===== config.mk =====
export PLATFORM = sky130hd
export DESIGN_NAME = nvt_front
export DESIGN_NICKNAME = d
export VERILOG_FILES = /design/src/rtl/nvt_pkg.sv /design/src/rtl/nvt_front.sv
export SDC_FILE = /design/constraint.sdc
export NUM_CORES = 1
export LEC_CHECK = 0
export ABC_AREA = 1
export CORE_UTILIZATION = 63
export DETAILED_ROUTE_END_ITERATION = 7
export DONT_BUFFER_PORTS = 1
export HOLD_SLACK_MARGIN = 0.08
export PLACE_DENSITY = 0.79
export SETUP_SLACK_MARGIN = 0.1
export SYNTH_ARGS = -nofsm -noshare
export SYNTH_HDL_FRONTEND = slang
export SYNTH_SLANG_ARGS = --single-unit
export TNS_END_PERCENT = 5

===== constraint.sdc =====
create_clock -name clk -period 9.9 [get_ports clk]
set_input_delay 0.99 -clock clk [delete_from_list [all_inputs] [get_ports clk]]
set_output_delay 0.99 -clock clk [all_outputs]
set_load 0.02 [all_outputs]

===== src/rtl/nvt_pkg.sv =====
`timescale 1ns / 1ps

package nvt_pkg;

    localparam int NAME_W   = 64;
    localparam int VALUE_W  = 64;
    localparam int TAG_W    = 8;
    localparam int STATUS_W = 3;

    typedef enum logic {
        OP_READ  = 1'b0,
        OP_WRITE = 1'b1
    } op_t;

    typedef enum logic [STATUS_W-1:0] {
        ST_HIT      = 3'd0,
        ST_MISS     = 3'd1,
        ST_REPLACED = 3'd2,
        ST_ADDED    = 3'd3,
        ST_FULL     = 3'd4
    } status_t;

    typedef struct packed {
        op_t                op;
        logic [NAME_W-1:0]  name;
        logic [VALUE_W-1:0] value;
        logic [TAG_W-1:0]   tag;
    } cmd_t;

    typedef enum logic [1:0] {
        BK_IDLE,
        BK_SCAN,
        BK_FINISH
    } back_state_t;

endpackage


===== src/rtl/nvt_front.sv =====
`timescale 1ns / 1ps

module nvt_front #(
    parameter int NAME_CHARS = 8
) (
    input  logic                        clk,
    input  logic                        rst_n,
    input  logic                        push,
    output logic                        full,
    input  logic                        opcode,
    input  logic [nvt_pkg::NAME_W-1:0]  key_name,
    input  logic [nvt_pkg::VALUE_W-1:0] write_value,
    input  logic [nvt_pkg::TAG_W-1:0]   type_tag,
    output logic                        cmd_vld,
    output nvt_pkg::cmd_t               cmd,
    input  logic                        cmd_pop
);
    import nvt_pkg::*;

    logic              alive;
    logic [NAME_W-1:0] norm_name;
    logic              push_ok;
    logic              pop_ok;

    cmd_t       q_reg [2];
    logic       wr_ptr_reg;
    logic       wr_ptr_next;
    logic       rd_ptr_reg;
    logic       rd_ptr_next;
    logic [1:0] cnt_reg;
    logic [1:0] cnt_next;

    // keep bytes from the top down until the first zero byte or the length limit
    always_comb
    begin
        norm_name = '0;
        alive     = 1'b1;
        for (int p = 0; p < 8; p++)
        begin
            if (alive && (p < NAME_CHARS) && (key_name[63-8*p -: 8] != 8'h00))
            begin
                norm_name[63-8*p -: 8] = key_name[63-8*p -: 8];
            end
            else
            begin
                alive = 1'b0;
            end
        end
    end

    assign full    = (cnt_reg == 2'd2);
    assign push_ok = push && !full;
    assign cmd_vld = (cnt_reg != 2'd0);
    assign pop_ok  = cmd_pop && cmd_vld;
    assign cmd     = q_reg[rd_ptr_reg];

    always_comb
    begin
        wr_ptr_next = wr_ptr_reg ^ push_ok;
        rd_ptr_next = rd_ptr_reg ^ pop_ok;
        cnt_next    = cnt_reg + 2'(push_ok) - 2'(pop_ok);
    end

    always_ff @(posedge clk or negedge rst_n)
    begin
        if (!rst_n)
        begin
            wr_ptr_reg <= 1'b0;
            rd_ptr_reg <= 1'b0;
            cnt_reg    <= 2'd0;
        end
        else
        begin
            wr_ptr_reg <= wr_ptr_next;
            rd_ptr_reg <= rd_ptr_next;
            cnt_reg    <= cnt_next;
        end
    end

    always_ff @(posedge clk)
    begin
        if (push_ok)
        begin
            q_reg[wr_ptr_reg] <= '{op: op_t'(opcode), name: norm_name,
                                   value: write_value, tag: type_tag};
        end
    end

endmodule


# Yosys cells after proc, flatten, opt, wreduce, memory -nomap -nowiden
# Memory sizes are Yosys's and may differ from the RTL's.
# Index checks and enable logic that the tools add are counted.
word_totals:
  rom_bits: 0
  elab_cells: 45
  latchBits: 0
  ramBits: 274
  reg_bits: 4
  out_inout_bits: 139
  n_memories: 1
op_classes:
  div: 0
  magnitude_cmp: 0
  n_bitwise: 2
  muxes: 17
  addsub: 2
  shifts: 0
  reduce_logical: 19
  eq_ne: 1
  mul: 0
memory_table:
  columns: ["memory", "depth", "word_bits", "read_ports", "rd_ports_with_merged_regs", "write_ports", "line_no", "source"]
  rows:
  - ["q_reg", 2, 137, 1, 0, 1, "nvt_front.sv:25", "cmd_t q_reg [2];"]
op_table:
  columns: ["cell", "count"]
  rows:
  - ["two-way mux 8 bit", 8]
  - ["nonzero test 8 bit", 8]
  - ["logical AND 1 bit", 9]
  - ["two-way mux 1 bit", 9]
  - ["adder 2 x 1 -> 2 bit", 1]
  - ["equality test 2 bit (second input constant)", 1]
  - ["nonzero test 2 bit", 1]
  - ["subtractor 2 x 1 -> 2 bit", 1]
  - ["XOR 1 bit", 2]
  - ["logical NOT 1 bit", 1]

# Depth between registers and ports, before layout
# Gate-level depths: netlist of the first run.
depth:
  ltp_word: 16
  ltp_mapped: 9
  depth_no_buf: 9

# Worst setup path before layout of the first run
# Ideal clock, no wire load.
synth_timing:
  path_type: "input -> register"
  startpoint: "input port push"
  endpoint: "memory q_reg[1][0] in the netlist's numbering (enable)"
  stages: 3
  path_slack_ns: 4.969
  path_buffers: 0
  setup_ns: 0.513
  t_arrival_ns: 4.418
  cell_sequence: "inv_1 -> nor2_1 -> ha_1"
synth_via:
  elab_chain_cells: 3
synth_lines:
  columns: ["item", "line_no", "source"]
  rows:
  - ["start: declaration", "nvt_front.sv:8", "input logic push,"]
  - ["logical AND 1 bit", "nvt_front.sv:52", "assign push_ok = push && !full;"]
  - ["two-way mux 1 bit", "nvt_front.sv:82", "if (push_ok)"]
  - ["two-way mux 1 bit (implied by the code)", "nvt_front.sv:84", "q_reg[wr_ptr_reg] <= '{op: op_t'(opcode), name: norm_name,"]
  - ["end: declaration", "nvt_front.sv:25", null]
# Every way passes these cells.

==> results.toml, run 1 <==
[die]
rows = 47
die-area_mm2 = 0.0177
io_pins = 280
die_x_um = 133
die_h_um = 133
start_util_pct = 64.9
coreArea_mm2 = 0.0166

[global_route]
grt_max_degree = 79
grt_overflow = 0
grt-busiest-layer = "met2"
grtUsageMet1_pct = 27.1
grt_pass1_wl_um = 31800
grt_pass1_vias = 5878
gr-usage-met3_pct = 8.58
grt_usage_pct = 23.9
met2_usage_pct = 41.9
antenna_found_initial = 0

[final_layout]
mostFrequentLayoutCells = "nand2_1 (420), edfxtp_1 (274), nor2_1 (81), inv_1 (64), clkbuf_16 (27)"
fill_cells = 1098
layout_commonest_cell = "nand2_1"
final_util_pct = 70.9
seq_area_mm2 = 0.00833
fin_nets = 1044
final_cell_count_no_fill = 1138
area_delta_synth_final_pct = 9.31
multi_input_area_mm2 = 0.00210
diodes = 0
drive_gt1_share_pct = 5.34
largest_reg_flops = 274

[timing]
finalMaxSlewViolations = 0
tightest_slew_ps = 1130
fin_tns_setup_ps = 0
setup_violations = 0
rsz0062_at_grt = "no"
clock_skew_ps = 6.77
final.period_utilization_pct = 40.6
max_slew_margin_pct = 24.9
timing.hold.ws_ps = 168
min_period_ps = 4020
hold_viol_final = 0
fmax_mhz = 249

[critical_path]
cp_max_fo = 74
critPathMostFrequentCell = "nand2_1"
worst_path_max_delay_cell = "dfrtp_4"
path_class = "reg -> out"
critPathMaxStageDelay_ps = 750
worst_ep_arrival_time_ps = 3030
cp_top_family = "buffers and inverters"
path_cells = "inv_4 > buf_4 > nand2_1 > nand2_1"
critPathRequiredTime_ps = 8910
critPathBufInv = 2
endpoint_kind = "output port"
worstSetupStartpointType = "flop"

[clock_network]
postCtsResizedCells = 0
ctsHoldBuffers = 0
path_clk_slew_ps = 60
clock_sinks = 278
cts_setup_buffers = 0
cts_buffers = 26
cts_tree = "done"
clock_latency_ps = 510
cts_root_buf = "clkbuf_16"
cts_max_path_buffers = 3
h-tree-depth = 1

[pwr]
powerDensity_mw_per_mm2 = 321
power_w = 0.00379
p_clk_share_pct = 24.9
p_leak_nw = 4.82
internal-power_w = 0.00234
power.switching_fraction_pct = 38.3
max-vdd-ir-drop_uv = 228
power.switching_w = 0.00145
combPwrFrac_pct = 29.7
p_seq_share_pct = 45.4

[flow_run]
max_cap_viol_count = 0

[synth]
synth_cells = 905
synth-seq-cells = 278
ys_warn_count = 0
syn_area_per_cell_um2 = 11.9
yosysUniqueCellTypes = 18
synthesis.area_mm2 = 0.0108
ys_seq_area_share_pct = 77.1
syn-num-nets = 1050

[route]
vias = 6128
wl_per_cell_um = 18.8
postRouteAntennaNets = 0
route.detailed.drc = 0
via_per_inst = 5.38
first_iter_violations = 356
drtPass1Iterations = 5
wl_um = 21400

[status]
outcome = "complete, no violations"

[placed_design]
gp_congestion = 0.778
placed_cells = 1091
portBuffers = 0
place.detailed.hpwl_um = 13500

[worst_hold_path]
hp-class = "in -> async"
-- cells by family (layout without fill, tap and decap cells) --
logic type               count (synthesis)  count (layout)  share of synthesized area, %
buffers and inverters                  104             117                          3.62
AND/OR/NAND/NOR                        516             516                          18.5
flip-flops                             278             278                          77.1
XOR/XNOR                                 3               3                         0.243
adder cells (fa/ha/maj)                  4               4                         0.464
-- worst paths after layout --
check / slack [ps] / cells after the start / from / to
min in group clk: 570 / 0 / write_value[22] / q_reg[0][30]$_DFFE_PP_
hold reg to reg: 570 / 2 / cnt_reg[1]$_DFF_PN0_ / cnt_reg[1]$_DFF_PN0_
max in group asynchronous: 9660 / 0 / rst_n / rd_ptr_reg$_DFF_PN0_
setup reg to reg: 6800 / 5 / cnt_reg[1]$_DFF_PN0_ / q_reg[1][5]$_DFFE_PP_
setup / recovery: 5880 / 4 / rd_ptr_reg$_DFF_PN0_ / cmd[90]
hold / removal: 170 / 0 / rst_n / cnt_reg[0]$_DFF_PN0_
-- synth_stat cells --
master | number | area, um2
xnor2_1 | 1 | 8.76
nor4_1 | 4 | 25.0
nand3_2 | 1 | 10.0
nand3_1 | 1 | 5.00
edfxtp_1 | 274 | 8230
xor2_1 | 2 | 17.5
inv_1 | 65 | 244
buf_1 | 4 | 15.0
ha_1 | 4 | 50.1
clkbuf_1 | 34 | 128
nor2_1 | 81 | 304
nor2_4 | 2 | 22.5
nand4_4 | 1 | 21.3
nand4_1 | 5 | 31.3
dfrtp_1 | 4 | 100
nand2_1 | 420 | 1580
inv_2 | 1 | 3.75
nand2_2 | 1 | 6.26
-- through the flow --
stage | setup slack [ps] | cell area, um2
6_report | 5880 | 11800
5_1_grt | 5650 | 11800
4_1_cts | 5790 | 11800
3_5_place_dp | 6370 | 11000
3_3_place_gp | 6380 | 11000
2_1_floorplan | 4970 | 10800
-- worst register-to-register path, stage by stage, from the launching register on --
cell	delay, ps
dfrtp_1	360
inv_1	100
nor2_1	130
nor2_1	350
ha_4	920
buf_4	840
-- power by group through the flow --
stage	logic, W	clock network (W)	registers, W
after detailed placement	0.00113	0	0.00174
after CTS	0.00114	0.000959	0.00172
after floorplan	0.000947	0	0.00172
final	0.00113	0.000942	0.00172
after global placement	0.00112	0	0.00173
after global routing	0.00122	0.00101	0.00174
-- metal layers --
metal | share of wire, % | wire (um)
met5 | 0 | 0
met4 | 2.4 | 511
met3 | 10 | 2220
met2 | 52 | 11000
met1 | 36 | 7630
-- final cells by class --
type	count	share of cell area, %
well taps	220	2.33
clock buffers	33	5.92
inverters	66	2.12
repair buffers	4	0.254
multi-input cells	523	17.8
flip-flops and latches	278	70.6
clock inverters	14	0.954
(Power assumes the default switching activity.)
==> run 2, diff against run 1 <==
- CORE_UTILIZATION: 63 -> 57
- PLACE_DENSITY: 0.79 -> 0.75
- clock period: 9.9 -> 3.5 ns (I/O delays scaled with it)
==> run 2 against run 1 <==
  * Register-to-register slack worse by 5500 ps
  * Critical endpoint is now cmd[96]
  * Via count is 12% higher
  * Design area is 12% higher
  * Critical path depth stayed put
==> results.toml, run 2 (synthesis gave the netlist of run 1 again) <==
[placed_design]
gp_congestion = 0.770
placed_cells = 1103
post-place-ws_ps = 1310
place.detailed.hpwl_um = 13500
placed_cell_area_mm2 = 0.0111
portBuffers = 0

[timing]
rsz0062_at_grt = "no"
clock_skew_ps = 15.4
min_period_ps = 2640
setup_slack_ps = 859
tightest_slew_ps = 692
setup_violations = 0
fin_tns_setup_ps = 0
max_slew_margin_pct = 53.9
finalMaxSlewViolations = 0
fmax_mhz = 379
final.period_utilization_pct = 75.4
hold_viol_final = 0

[global_route]
grt_pass1_vias = 6889
grt_overflow = 0
antenna_found_initial = 3
grt_pass1_wl_um = 36100
grt_max_degree = 103
grt_usage_pct = 24.3

[final_layout]
final_cell_count_no_fill = 1285
fin_nets = 1179
area_delta_synth_final_pct = 22.4
multi_input_area_mm2 = 0.00210
largest_reg_flops = 274
mostFrequentLayoutCells = "nand2_1 (420), edfxtp_1 (274), dlygate4sd3_1 (131), nor2_1 (81), inv_1 (64)"
final_area_mm2 = 0.0132
seq_area_mm2 = 0.00833
layout_commonest_cell = "nand2_1"
fill_cells = 1099
drive_gt1_share_pct = 5.04

[clock_network]
path_clk_slew_ps = 70
cts_max_path_buffers = 3
clock_latency_ps = 520
clock_sinks = 278
cts_root_buf = "clkbuf_16"
cts_setup_buffers = 0
cts_tree = "done"
cts_buffers = 27
h-tree-depth = 1

[die]
io_pins = 280
start_util_pct = 59.1
die_h_um = 140
coreArea_mm2 = 0.0183
die-area_mm2 = 0.0195
die_x_um = 140
rows = 49

[route]
route.detailed.drc = 0
via_per_inst = 5.34
wl_per_cell_um = 18.8
vias = 6864
first_iter_violations = 436
wl_um = 24200
postRouteAntennaNets = 0
drtPass1Iterations = 5

[pwr]
power_w = 0.0110
powerDensity_mw_per_mm2 = 831
max-vdd-ir-drop_uv = 506
p_leak_nw = 5.40

[critical_path]
critPathRequiredTime_ps = 3150
endpoint_kind = "output port"
cp_max_fo = 102
worstSetupStartpointType = "flop"
path_class = "reg -> out"
worst_ep_arrival_time_ps = 2290
reg2reg_depth = 5

[status]
outcome = "complete, no violations"

[flow_run]
max_cap_viol_count = 0

[worst_hold_path]
hp-class = "in -> async"
run 2: changes by cell type in the layout (fill, tap and decap cells not counted), sizes merged:
cell	delta
bufinv	-1
buf	+3
clkbuf	+3
dlygate4sd3	+131
diode	+4
clkinv	-2
run 2: per-layer routing:
metal / GRT usage [%] / up-vias / part of all wire (%)
met5: 0 / - / 0
met4: 12.8 / 0 / 5.1
met3: 5.92 / 79 / 7.8
met2: 42.8 / 343 / 51
met1: 27.5 / 3229 / 36
li1: - / 3213 / -
run 2: layout make-up:
cell class	instances	share of cell area [%]
Timing Repair Buffer	138	10.8
Multi-Input combinational cell	523	15.9
Tap cell	229	2.17
Clock inverter	11	0.625
Antenna cell	4	0.0757
Clock buffer	36	5.52
Inverter	66	1.89
Sequential cell	278	63.0
run 2: worst paths after layout:
check	startpoint	to	slack (ps)
min	rst_n	cnt_reg[0]$_DFF_PN0_	110
max reg2reg	cnt_reg[1]$_DFF_PN0_	q_reg[0][71]$_DFFE_PP_	1290
min reg2reg	cnt_reg[1]$_DFF_PN0_	cnt_reg[1]$_DFF_PN0_	580
max in group asynchronous	rst_n	rd_ptr_reg$_DFF_PN0_	3190
min in group clk	key_name[18]	q_reg[1][90]$_DFFE_PP_	110
max	rd_ptr_reg$_DFF_PN0_	cmd[96]	860
run 2: repair_timing:
action | 4_1_cts | 5_1_grt
hold buffers | 131 | 0
gates resized for setup | 0 | 0
hold endpoints to repair | 263 | 0
run 2: where the power goes:
| part | total (W) | switching, W | internal [W] |
|---|---|---|---|
| clock | 0.00268 | 0.00115 | 0.00153 |
| sequential | 0.00476 | 0.000203 | 0.00455 |
| combinational | 0.00355 | 0.00290 | 0.000649 |
run 2: critical path, cell delays in order, from the launching register on:
cell	delay [ps]
dfrtp_4	570
inv_4	330
buf_12	420
nand2_1	120
nand2_1	230
run 2: through the flow:
step	utilization, %	hold slack (ps)
6_report	72.4	108
3_5_place_dp	60.7	54.5
2_1_floorplan	-	54.4
5_1_grt	72.3	98.3
3_3_place_gp	60.7	54.5
4_1_cts	72.3	83.5
==> run 3, diff against run 2 <==
- CORE_UTILIZATION: 57 -> 63
- PLACE_DENSITY: 0.75 -> 0.79
- clock period: 3.5 -> 2.5 ns (I/O delays scaled with it)
==> run 3 against run 2 <==
  * Die area fell by 9.4%
  * Worst setup slack got worse by 570 ps
  * Hold slack improved by 92 ps
  * Clock-buffer cell count rose by 1
==> results.toml, run 3 (synthesis gave the netlist of run 1 again) <==
[pwr]
p_clk_share_pct = 24.8
combPwrFrac_pct = 32.6
internal-power_w = 0.00971
p_seq_share_pct = 42.6
power.switching_w = 0.00602
powerDensity_mw_per_mm2 = 1170
p_leak_nw = 5.50
max-vdd-ir-drop_uv = 668
power.switching_fraction_pct = 38.3

[final_layout]
fin_nets = 1194
multi_input_area_mm2 = 0.00210
final_util_pct = 80.7
layout_commonest_cell = "nand2_1"
area_delta_synth_final_pct = 24.4
fill_cells = 830
final_area_mm2 = 0.0134
drive_gt1_share_pct = 5.33
mostFrequentLayoutCells = "nand2_1 (420), edfxtp_1 (274), dlygate4sd3_1 (140), nor2_1 (81), inv_1 (64)"
seq_area_mm2 = 0.00833
largest_reg_flops = 274

[timing]
rsz0062_at_grt = "no"
finalMaxSlewViolations = 0
tightest_slew_ps = 480
fmax_mhz = 452
final.period_utilization_pct = 88.5
max_slew_margin_pct = 67.9
setup_violations = 0
min_period_ps = 2210
timing.hold.ws_ps = 200
clock_skew_ps = 23.9
hold_viol_final = 0

[global_route]
grt_usage_pct = 27.7
grt_overflow = 0
grt_max_degree = 71
grt_pass1_vias = 7142
grt_pass1_wl_um = 37000
antenna_found_initial = 1

[critical_path]
path_cells = "inv_4 > buf_12 > nand2_1 > nand2_1"
endpoint_kind = "output port"
critPathRequiredTime_ps = 2250
worst_ep_arrival_time_ps = 1960
worst_path_max_delay_cell = "dfrtp_4"
critPathMostFrequentCell = "nand2_1"
cp_max_fo = 68
critPathMaxStageDelay_ps = 630
path_class = "reg -> out"
worstSetupStartpointType = "flop"

[clock_network]
h-tree-depth = 1
clock_sinks = 278
cts_tree = "done"
clock_latency_ps = 530
cts_max_path_buffers = 3
cts_root_buf = "clkbuf_16"
cts_buffers = 27
path_clk_slew_ps = 60

[flow_run]
max_cap_viol_count = 0

[placed_design]
place.detailed.hpwl_um = 13700
portBuffers = 0
gp_congestion = 0.779
placed_cell_area_mm2 = 0.0112

[route]
via_per_inst = 5.45
wl_um = 24600
drtPass1Iterations = 5
route.detailed.drc = 0
wl_per_cell_um = 19.1
vias = 7030
postRouteAntennaNets = 0
first_iter_violations = 470

[die]
start_util_pct = 64.9
io_pins = 280
die_x_um = 133
rows = 47
die-area_mm2 = 0.0177
coreArea_mm2 = 0.0166
die_h_um = 133

[status]
outcome = "complete, no violations"

[worst_hold_path]
hp-class = "in -> reg"
[run 3: cell types whose count changed in the layout (fill, tap and decap cells not counted), moves of 2 or more]
cell           change
bufinv_16          +2
clkbuf_1           +3
dlygate4sd3_1      +9
diode_2            -3
buf_12             +3
clkinv_4           -2
clkbuf_8           -2
[run 3: cell type report]
| type | count | area share, % |
|---|---|---|
| Antenna cell | 1 | 0.0186 |
| Clock buffer | 37 | 5.31 |
| Clock inverter | 12 | 0.978 |
| Inverter | 66 | 1.86 |
| Multi-Input combinational cell | 523 | 15.7 |
| Sequential cell | 278 | 62.0 |
| Tap cell | 220 | 2.05 |
| Timing Repair Buffer | 153 | 12.1 |
[run 3: layer usage]
metal	vias to the layer above	share of wire (%)	GRT usage, %
met1	3329	34	31.2
met5	-	0	0
met3	67	9.1	6.82
met2	397	53	50.1
li1	3237	-	-
met4	0	3.7	11.6
[run 3: stage by stage]
stage	power, W	TNS, ps	cells	setup WS, ps
after CTS	0.0156	0	1288	134
after global placement	0.0115	0	1099	480
final	0.0157	0	1290	288
after global routing	0.0164	0	1290	199
after detailed placement	0.0116	0	1099	467
after floorplan	0.0105	-137060	905	-500
[run 3: worst max-delay path: cells and delay by family (launching register included)]
kind / cells / cell delay, ps
buf+inv: 2 / 410
flops: 1 / 630
simple gates: 2 / 360
[run 3: worst paths after layout]
kind                                            from                     end  slack (ps)  cells after the start
worst min-delay path                            push    wr_ptr_reg$_DFF_PN0_         200                      4
min in group asynchronous                      rst_n    rd_ptr_reg$_DFF_PN0_         580                      2
worst max-delay path            rd_ptr_reg$_DFF_PN0_                cmd[117]         290                      4
worst min register to register  cnt_reg[1]$_DFF_PN0_    cnt_reg[1]$_DFF_PN0_         590                      2
max in group asynchronous                      rst_n    rd_ptr_reg$_DFF_PN0_        1730                      2
worst max register to register  cnt_reg[1]$_DFF_PN0_  q_reg[0][84]$_DFFE_PP_         460                      5
[run 3: timing repair]
item                                    CTS  global route
resized for setup                         1             0
endpoints found under the setup margin    4             9
hold buffers                            140             0
hold endpoints to repair                279             0
setup buffers                             0             1
[run 3: power groups by stage]
| stage | combinational, W | sequential (W) | clock, W |
|---|---|---|---|
| 4_1_cts | 0.00500 | 0.00672 | 0.00390 |
| 2_1_floorplan | 0.00376 | 0.00671 | 0 |
| 3_5_place_dp | 0.00479 | 0.00681 | 0 |
| 5_1_grt | 0.00550 | 0.00677 | 0.00413 |
| 3_3_place_gp | 0.00471 | 0.00677 | 0 |
| 6_report | 0.00513 | 0.00670 | 0.00391 |
